<file path="src/rtl/core/b64enc_pkg.sv">
// ----------------------------------------------------------------------------
// b64enc_pkg
// Types, constants and the alphabet lookup shared by the Base64 encoder.
// ----------------------------------------------------------------------------
package b64enc_pkg;

  // One raw byte of a message
  typedef struct packed {
    logic [7:0] data_byte;
    logic       end_of_message;
  } byte_item_t;

  // One encoded character
  typedef struct packed {
    logic [7:0] out_char;
    logic       last_char;
  } char_item_t;

  // One three-byte group, zero filled, with its count of real bytes
  typedef struct packed {
    logic [23:0] bits;
    logic [1:0]  count;
    logic        last;
  } group_t;

  // Positions within a group
  localparam logic [1:0] POS_FIRST  = 2'd0;
  localparam logic [1:0] POS_SECOND = 2'd1;
  localparam logic [1:0] POS_THIRD  = 2'd2;

  // Real byte counts of a group
  localparam logic [1:0] CNT_ONE   = 2'd1;
  localparam logic [1:0] CNT_TWO   = 2'd2;
  localparam logic [1:0] CNT_THREE = 2'd3;

  // Character slots within an encoded quad
  localparam logic [1:0] SLOT_0 = 2'd0;
  localparam logic [1:0] SLOT_1 = 2'd1;
  localparam logic [1:0] SLOT_2 = 2'd2;
  localparam logic [1:0] SLOT_3 = 2'd3;

  localparam logic [7:0] PAD_CHAR = 8'h3D;

  // Map a sextet onto the standard alphabet
  function automatic logic [7:0] b64_char(input logic [5:0] sextet);
    logic [7:0] v;
    v = {2'b00, sextet};
    if (sextet < 6'd26) begin
      b64_char = 8'h41 + v;
    end else if (sextet < 6'd52) begin
      b64_char = 8'h61 + v - 8'd26;
    end else if (sextet < 6'd62) begin
      b64_char = 8'h30 + v - 8'd52;
    end else if (sextet == 6'd62) begin
      b64_char = 8'h2B;
    end else begin
      b64_char = 8'h2F;
    end
  endfunction

endpackage

</file>
<file path="src/rtl/core/b64enc_front.sv">
// ----------------------------------------------------------------------------
// b64enc_front
// Collects incoming bytes into three-byte groups and issues each complete
// or final group to the group queue.
// ----------------------------------------------------------------------------
module b64enc_front (
  input  logic                   clk,
  input  logic                   rst,
  input  logic                   take,
  input  b64enc_pkg::byte_item_t byte_item,
  output logic                   grp_push,
  output b64enc_pkg::group_t     grp
);
  import b64enc_pkg::*;

  logic [1:0] pos;
  logic [1:0] pos_next;
  logic [7:0] pend0;
  logic [7:0] pend1;
  logic       hold;

  // Build the group; store the byte when the group is neither full nor ended, else push it
  always_comb begin
    hold     = 1'b0;
    pos_next = pos;
    grp      = '0;
    unique case (pos)
      POS_SECOND: begin
        hold     = !byte_item.end_of_message;
        grp.bits = {pend0, byte_item.data_byte, 8'h00};
        grp.count = CNT_TWO;
      end
      POS_THIRD: begin
        grp.bits = {pend0, pend1, byte_item.data_byte};
        grp.count = CNT_THREE;
      end
      default: begin
        hold     = !byte_item.end_of_message;
        grp.bits = {byte_item.data_byte, 16'h0000};
        grp.count = CNT_ONE;
      end
    endcase
    grp.last = byte_item.end_of_message;
    grp_push = take && !hold;
    if (take) begin
      pos_next = hold ? ((pos == POS_SECOND) ? POS_THIRD : POS_SECOND) : POS_FIRST;
    end
  end

  // Advance the group position
  always_ff @(posedge clk) begin
    if (rst) begin
      pos <= POS_FIRST;
    end else begin
      pos <= pos_next;
    end
  end

  // Hold pending bytes
  always_ff @(posedge clk) begin
    if (take && hold) begin
      if (pos == POS_SECOND) begin
        pend1 <= byte_item.data_byte;
      end else begin
        pend0 <= byte_item.data_byte;
      end
    end
  end

endmodule

</file>
<file path="src/rtl/core/b64enc_queue.sv">
// ----------------------------------------------------------------------------
// b64enc_queue
// Short register queue of groups between the front and back parts.
// ----------------------------------------------------------------------------
module b64enc_queue #(
  parameter int DEPTH = 2
) (
  input  logic               clk,
  input  logic               rst,
  input  logic               push,
  input  b64enc_pkg::group_t wdata,
  input  logic               pop,
  output b64enc_pkg::group_t rdata,
  output logic               full,
  output logic               empty
);
  import b64enc_pkg::*;

  localparam int AW = (DEPTH > 1) ? $clog2(DEPTH) : 1;
  localparam int CW = $clog2(DEPTH + 1);

  group_t        slots [DEPTH];
  logic [AW-1:0] wr_ptr;
  logic [AW-1:0] rd_ptr;
  logic [CW-1:0] fill;

  assign full  = (fill == CW'(DEPTH));
  assign empty = (fill == '0);
  assign rdata = slots[rd_ptr];

  // Advance pointers and fill level
  always_ff @(posedge clk) begin
    if (rst) begin
      wr_ptr <= '0;
      rd_ptr <= '0;
      fill   <= '0;
    end else begin
      if (push) begin
        wr_ptr <= (wr_ptr == AW'(DEPTH - 1)) ? '0 : wr_ptr + 1'b1;
      end
      if (pop) begin
        rd_ptr <= (rd_ptr == AW'(DEPTH - 1)) ? '0 : rd_ptr + 1'b1;
      end
      if (push && !pop) begin
        fill <= fill + 1'b1;
      end else if (pop && !push) begin
        fill <= fill - 1'b1;
      end
    end
  end

  // Write the incoming group
  always_ff @(posedge clk) begin
    if (push) begin
      slots[wr_ptr] <= wdata;
    end
  end

endmodule

</file>
<file path="src/rtl/core/b64enc_back.sv">
// ----------------------------------------------------------------------------
// b64enc_back
// Takes groups from the queue and hands out their four characters, one
// beat per cycle while pop is held, with padding and the end-of-message flag.
// ----------------------------------------------------------------------------
module b64enc_back (
  input  logic                   clk,
  input  logic                   rst,
  input  b64enc_pkg::group_t     grp,
  input  logic                   grp_avail,
  output logic                   grp_take,
  input  logic                   pop,
  output logic                   empty,
  output b64enc_pkg::char_item_t char_item
);
  import b64enc_pkg::*;

  group_t     cur;
  logic       busy;
  logic [1:0] slot;
  logic       done;
  logic [5:0] sextet;
  logic       pad;

  assign empty    = !busy;
  assign done     = busy && pop && (slot == SLOT_3);
  assign grp_take = grp_avail && (!busy || done);

  // Pick the sextet and decide padding for the current slot
  always_comb begin
    unique case (slot)
      SLOT_0:  begin sextet = cur.bits[23:18]; pad = 1'b0; end
      SLOT_1:  begin sextet = cur.bits[17:12]; pad = 1'b0; end
      SLOT_2:  begin sextet = cur.bits[11:6];  pad = (cur.count == CNT_ONE); end
      default: begin sextet = cur.bits[5:0];   pad = (cur.count != CNT_THREE); end
    endcase
    char_item.out_char  = pad ? PAD_CHAR : b64_char(sextet);
    char_item.last_char = cur.last && (slot == SLOT_3);
  end

  // Advance through the quad, load the next group when idle or at its end
  always_ff @(posedge clk) begin
    if (rst) begin
      busy <= 1'b0;
      slot <= SLOT_0;
    end else if (grp_take) begin
      busy <= 1'b1;
      slot <= SLOT_0;
    end else if (done) begin
      busy <= 1'b0;
      slot <= SLOT_0;
    end else if (busy && pop) begin
      slot <= slot + 1'b1;
    end
  end

  // Hold the group being emitted
  always_ff @(posedge clk) begin
    if (grp_take) begin
      cur <= grp;
    end
  end

endmodule

</file>
<file path="src/rtl/core/base64_stream_encoder_unit.sv">
// ----------------------------------------------------------------------------
// base64_stream_encoder_unit
// Streaming Base64 encoder, standard alphabet with '=' padding.
// ----------------------------------------------------------------------------
//  channel   | ports                     | beat
//  ----------+---------------------------+-----------------------------------
//  bytes     | push, full, byte_item     | push & !full, one raw byte
//  chars     | pop, empty, char_item     | pop & !empty, one ASCII character
//
// A byte is taken every cycle while the group queue has room. Each group
// yields four characters at one per cycle from the back part while pop is
// held. The last byte of a group is written into the queue, and once the
// back part is free the group is loaded into it before its first character
// is on the result ports. Reset clears the group position, the queue and
// the back part. Stalls on pop back up into the queue and then raise full.
module base64_stream_encoder_unit #(
  parameter int QUEUE_DEPTH = 2
) (
  input  logic                   clk,
  input  logic                   rst,
  input  logic                   push,
  output logic                   full,
  input  b64enc_pkg::byte_item_t byte_item,
  output logic                   empty,
  input  logic                   pop,
  output b64enc_pkg::char_item_t char_item
);
  import b64enc_pkg::*;

  logic   take;
  logic   grp_push;
  group_t grp_in;
  group_t grp_out;
  logic   q_empty;
  logic   grp_take;

  assign take = push && !full;

  b64enc_front u_front (
    .clk       (clk),
    .rst       (rst),
    .take      (take),
    .byte_item (byte_item),
    .grp_push  (grp_push),
    .grp       (grp_in)
  );

  b64enc_queue #(
    .DEPTH (QUEUE_DEPTH)
  ) u_queue (
    .clk   (clk),
    .rst   (rst),
    .push  (grp_push),
    .wdata (grp_in),
    .pop   (grp_take),
    .rdata (grp_out),
    .full  (full),
    .empty (q_empty)
  );

  b64enc_back u_back (
    .clk       (clk),
    .rst       (rst),
    .grp       (grp_out),
    .grp_avail (!q_empty),
    .grp_take  (grp_take),
    .pop       (pop),
    .empty     (empty),
    .char_item (char_item)
  );

endmodule

</file>
<file path="config.mk">
export PLATFORM = sky130hd
export DESIGN_NAME = base64_stream_encoder_unit
export DESIGN_NICKNAME = d
export VERILOG_FILES = /design/src/rtl/core/b64enc_pkg.sv /design/src/rtl/core/b64enc_front.sv /design/src/rtl/core/b64enc_queue.sv /design/src/rtl/core/b64enc_back.sv /design/src/rtl/core/base64_stream_encoder_unit.sv
export SDC_FILE = /design/constraint.sdc
export NUM_CORES = 1
export LEC_CHECK = 0
export ABC_AREA = 0
export ABC_CLOCK_PERIOD_IN_PS = 3500
export CORE_MARGIN = 2
export CORE_UTILIZATION = 35
export DETAILED_ROUTE_END_ITERATION = 10
export DONT_BUFFER_PORTS = 1
export GPL_ROUTABILITY_DRIVEN = 0
export SYNTH_ARGS = -nofsm -noshare
export SYNTH_HDL_FRONTEND = slang
export SYNTH_HIERARCHICAL = 1
export SYNTH_SLANG_ARGS = --single-unit
</file>
<file path="constraint.sdc">
create_clock -name clk -period 3.5 [get_ports clk]
set_clock_uncertainty 0.15 [all_clocks]
set_input_delay 0.175 -clock clk [delete_from_list [all_inputs] [get_ports clk]]
set_output_delay 0.175 -clock clk [all_outputs]
set_load 0.01 [all_outputs]
</file>
==> results.yml, run 1 <==
synth:
  synth_commonest_cells: "edfxtp_1, mux2_2, nor2_1"
  synth_fp_nets: 346
  ys_seq_area_share_pct: 66.6
  synth_ff_type: "edfxtp_1"
  netlist_area_um2: 4680
  netlist_top_cells_area: "edfxtp_1, mux2_2, dfxtp_1, ha_1, o21ai_0"
  synth_top_area_cell: "edfxtp_1"
  synthArstFlopShare_pct: 0
  ys_warn_count: 6
  avgSynthCellArea_um2: 14.5
  syn_inst: 322
  netlist-cell-type-count: 54
  ys_ff_latch: 107
  synth_top_area_share_pct: 62.3
  yosysMostFrequentCell: "edfxtp_1"
  synth_edf_count: 97
sta:
  worstMarginPinSlew_ps: 657
  slew_headroom_pct: 54.9
  rsz0062_at_grt: "no"
  max_clock_freq_mhz: 326
  setup_viol: 0
  layout_min_cycle_time_ps: 3070
  hold_viol: 0
  setup_tns_ps: 0
  period_share_pct: 87.8
  slew_violations: 0
power_and_ir_drop:
  clkPwrFrac_pct: 23.4
  vdd.ir_drop.worst_mv: 0.263
  power_leakage_uw: 0.00176
  p_int_uw: 2550
  seqPwrFrac_pct: 47.5
  p_comb_share_pct: 29.1
  netSwitchingFraction_pct: 30.7
  power_density_nw_per_um2: 707
  switchingPower_uw: 1130
worst_hold_path:
  hold_class: "primary input to flop"
worst_setup_path:
  path_max_fanout: 6
  endpoint_kind: "primary output"
  cpMaxStageDelayCell: "a222oi_1"
  required_ps: 3170
  cp_cell_sequence: "inv_1, ha_1, a222oi_1, mux2i_1, o211ai_2, o21ai_1, a311oi_1"
  worstPathArrival_ps: 2750
  start_kind: "flop"
  worst-path-buf-inv: 1
  path_delay_family: "compound AO/OA/AOI/OAI gates"
  cp_slowest_stage_delay_ps: 500
  critPathKind: "flop to primary output"
die:
  rows: 42
  start_util_pct: 35.6
  ios: 24
  die_y_um: 120
  die_x_um: 120
  core_um2: 13100
  dieArea_um2: 14300
placed_design:
  hpwl_um: 5360
  port_buffers: 0
  dp.cells: 489
cells_and_area:
  instances_no_fill: 514
  fill_cells: 1226
  final-seq-area_um2: 3110
  antenna_cells: 0
  nets: 359
  area_growth_pct: 11.4
  layout-drive-gt1-share_pct: 16.6
  multi_input_area_um2: 1420
clock_network:
  clockBufferDepth: 2
  htreeDepth: 3
  path_clk_slew_ps: 60
  root_buffer: "clkbuf_16"
  numClockSinks: 107
  cts-buffers-inserted: 9
  cts_setup_buffers: 0
  cts_tree: "built"
  clkLatencyLatePin_ps: 330
  post_cts_resized: 0
global_route:
  grt_pass1_wl_um: 13100
  gr-usage-all-layers_pct: 11.8
  antenna_found_initial: 0
  grt_pass1_vias: 2477
  grt_max_degree: 29
  grt_overflow: 0
drt:
  ant_nets: 0
  wire_per_inst_um: 15.4
  routed_wl_um: 7920
  firstDrtPassIters: 5
  dr.first_iter.drc_count: 235
  drc: 0
  via_count: 2547
  via_per_inst: 4.96
status:
  outcome: "finished, final reports clean"
run:
  cap_viol_max_count: 0
## registers in the layout, indices dropped and copies added (netlist names), 2 cells and up, named ones only
register	cells
u_front/pos	2
u_back/cur	27
u_queue/fill	2
u_queue/slots	54
u_back/slot	2
u_front/pend0	8
u_front/pend1	8
## cells by family after synthesis
family / count (synthesis) / synth area share (%)
other: 1 / 0.0802
multiplexers: 36 / 8.62
adder cells (fa/ha/maj): 11 / 2.94
AND/OR/NAND/NOR: 59 / 6.96
buffers and inverters: 31 / 3.18
AO/OA/AOI/OAI: 71 / 10.5
XOR/XNOR: 6 / 1.12
flip-flops: 107 / 66.6
## final timing paths
check / cells past startpoint / from / end / slack [ps]
worst min-delay path: 2 / byte_item[3] / u_queue/slots[1][13] / 30
worst min register to register: 2 / u_queue/rd_ptr / u_queue/rd_ptr / 360
worst max register to register: 6 / u_front/pos[0] / u_queue/fill[1] / 1380
worst max-delay path: 7 / u_back/slot[0] / char_item[2] / 430
## per-layer routing
metal | GRT usage (%) | wire (µm) | up-vias | part of all wire [%]
met2 | 17.4 | 3570 | 65 | 45
met1 | 16.7 | 3900 | 1222 | 49
met4 | 5.00 | 178 | 0 | 2.2
met5 | 0 | 0 | - | 0
met3 | 2.71 | 263 | 16 | 3.3
li1 | - | - | 1244 | -
## cell type report
type	instances	share of cell area [%]
Sequential cell	107	59.8
Clock buffer	10	4.40
Timing Repair Buffer	15	2.69
Multi-Input combinational cell	184	27.2
Inverter	18	1.30
Tap cell	176	4.23
Clock inverter	4	0.384
## per-stage QoR
step | hold slack, ps | util (%) | total power (µW) | area, µm² | setup slack [ps]
after floorplan | 94.1 | - | 2600 | 4680 | 400
after global placement | 95.3 | 36.9 | 2800 | 4850 | 896
after detailed placement | 99.9 | 36.9 | 2830 | 4850 | 777
after CTS | 11.1 | 39.6 | 3720 | 5210 | 400
after global routing | 45.7 | 39.6 | 3910 | 5210 | 181
final | 30.2 | 39.6 | 3680 | 5210 | 429
## worst reg2reg max path, stage by stage (launching register included)
cell and delay [ps]:
dfxtp_1 340, inv_1 60, ha_1 350, o21a_1 300, ha_1 350, or3_1 350, a21oi_1 140
## timing repair
action                     4_1_cts  5_1_grt
setup endpoints to repair        0        0
hold buffers                    11        0
hold endpoints to repair        76        0
## cell usage in the layout (no fill, tap or decap), drive strengths merged, types with 3 or more instances in the layout
cell          n
a211oi        4
a21oi         9
a222oi        4
a22oi        11
and2         12
buf           4
clkbuf       10
clkinv        3
dfxtp        10
dlygate4sd3  11
edfxtp       97
ha           11
inv          18
mux2         31
mux2i         5
nand2        11
nor2         19
nor2b         4
nor4          3
o211ai        3
o21ai        22
o31ai         3
xnor2         4
## power by group through the flow
stage | sequential [µW] | clock (µW) | combinational, µW
after CTS | 1750 | 890 | 1080
final | 1750 | 863 | 1070
after floorplan | 1760 | 0 | 841
after global placement | 1770 | 0 | 1030
after detailed placement | 1780 | 0 | 1050
after global routing | 1770 | 940 | 1200
(Power assumes the default switching activity.)
==> run 2: changes to the inputs <==
--- a/config.mk
+++ b/config.mk
@@ -8,10 +8,11 @@
 export ABC_AREA = 0
 export ABC_CLOCK_PERIOD_IN_PS = 3500
 export CORE_MARGIN = 2
-export CORE_UTILIZATION = 35
+export CORE_UTILIZATION = 60
 export DETAILED_ROUTE_END_ITERATION = 10
 export DONT_BUFFER_PORTS = 1
 export GPL_ROUTABILITY_DRIVEN = 0
+export PLACE_DENSITY = 0.76
 export SYNTH_ARGS = -nofsm -noshare
 export SYNTH_HDL_FRONTEND = slang
 export SYNTH_HIERARCHICAL = 1
==> run 2 against run 1 <==
- design area decreased by 3.0%
- count of clock-buffer cells in the layout increased by 1
- sequential power about the same
- utilization increased by 26 points
- first-iteration DRC count decreased by 3.0%
==> results.yml, run 2 (synthesis results as in run 1) <==
status:
  outcome: "finished, final reports clean"
clock_network:
  path_clk_slew_ps: 90
  cts_tree: "built"
  post_cts_resized: 0
  numClockSinks: 107
  htreeDepth: 3
  root_buffer: "clkbuf_8"
  cts-buffers-inserted: 9
  clockBufferDepth: 2
  hold_buffers: 13
  cts_setup_buffers: 0
  clkLatencyLatePin_ps: 340
placed_design:
  port_buffers: 0
  hpwl_um: 5020
  post-place-ws_ps: 785
sta:
  hold_viol: 0
  slew_headroom_pct: 55.0
  setup_tns_ps: 0
  slew_violations: 0
  rsz0062_at_grt: "no"
  layout_min_cycle_time_ps: 3130
  max_clock_freq_mhz: 319
  setup_viol: 0
  worstMarginPinSlew_ps: 675
  setup_slack_ps: 367
  period_share_pct: 89.5
worst_setup_path:
  cp_cell_sequence: "ha_1, mux2_2, ha_1, a2111oi_0, nor3_1, o21ai_0"
  worstPathArrival_ps: 2810
  worst-path-buf-inv: 0
  path_max_fanout: 15
  cpMostUsedCell: "ha_1"
  critPathKind: "flop to primary output"
  start_kind: "flop"
  cpMaxStageDelayCell: "ha_1"
  required_ps: 3170
  path_delay_family: "adder cells"
  endpoint_kind: "primary output"
  cp_slowest_stage_delay_ps: 570
drt:
  via_per_inst: 5.88
  dr.first_iter.drc_count: 228
  drc: 0
  routed_wl_um: 7630
  firstDrtPassIters: 5
  ant_nets: 0
  via_count: 2611
  wire_per_inst_um: 17.2
cells_and_area:
  antenna_cells: 0
  final-seq-area_um2: 3110
  nets: 361
  layout-drive-gt1-share_pct: 17.3
  fill_cells: 523
  area_growth_pct: 8.11
  largest_register_ffs: 54
  top_regs: "u_queue/slots x54, u_back/cur x27"
  final_common_cell: "edfxtp_1"
  multi_input_area_um2: 1420
  top_register: "u_queue/slots"
  layout.cells.most_common_list: "edfxtp_1, mux2_2, nor2_1, inv_1, o21ai_0"
global_route:
  gr-usage-all-layers_pct: 18.8
  grt_pass1_vias: 2502
  antenna_found_initial: 0
  grt_max_degree: 30
  grt_overflow: 0
  grt_pass1_wl_um: 12200
power_and_ir_drop:
  vdd.ir_drop.worst_mv: 0.340
  power_density_nw_per_um2: 686
  power_leakage_uw: 0.00174
worst_hold_path:
  hold_class: "primary input to flop"
die:
  ios: 24
  rows: 32
  die_x_um: 92.3
  start_util_pct: 61.1
  core_um2: 7650
  die_y_um: 92.3
  dieArea_um2: 8510
run:
  cap_viol_max_count: 0
==> run 2: final cells by class <==
type	count	area share, %
multi-input combinational	184	28.1
sequential	107	61.6
inverter	18	1.34
clock buffer	11	2.60
clock inverter	5	0.718
tap	102	2.52
timing repair buffer	17	3.17
==> run 2: routing by layer <==
metal / wire length, µm / vias to the layer above / track usage (%)
met4: 34 / 0 / 6.47
met1: 3580 / 1275 / 26.6
met5: 0 / - / 0
met2: 3710 / 72 / 29.5
li1: - / 1260 / -
met3: 304 / 4 / 3.70
==> run 2: worst paths after layout <==
| kind | startpoint | slack (ps) | cells past startpoint | endpoint |
|---|---|---|---|---|
| max | u_back/slot[0] | 370 | 6 | char_item[5] |
| min reg2reg | u_back/slot[1] | 370 | 2 | u_back/slot[1] |
| min | push | 30 | 3 | u_front/pos[1] |
| max reg2reg | u_front/pos[0] | 1120 | 5 | u_queue/slots[0][8] |
==> run 2: worst register-to-register path, delay by kind of cell, from the launching register on <==
| kind | cells | cell delay (ps) |
|---|---|---|
| buf+inv | 2 | 460 |
| fa+ha+maj | 1 | 430 |
| simple gates | 1 | 390 |
| flops | 1 | 340 |
| compound gates | 1 | 280 |
==> run 2: metrics by stage <==
step	utilization [%]	cells	hold WS [ps]	cell area [µm²]	total power (µW)
CTS	66.1	444	18.3	5050	3480
finish	66.1	444	28.3	5050	3470
floorplan	-	322	94.1	4680	2600
detailed placement	62.2	415	98.6	4760	2810
global placement	62.2	415	96.6	4760	2780
global route	66.1	444	23.5	5050	3650
==> run 2: where the power goes <==
group	switching, µW	internal (µW)
registers	74.6	1670
logic	656	414
clock network	385	264
total	1110	2350
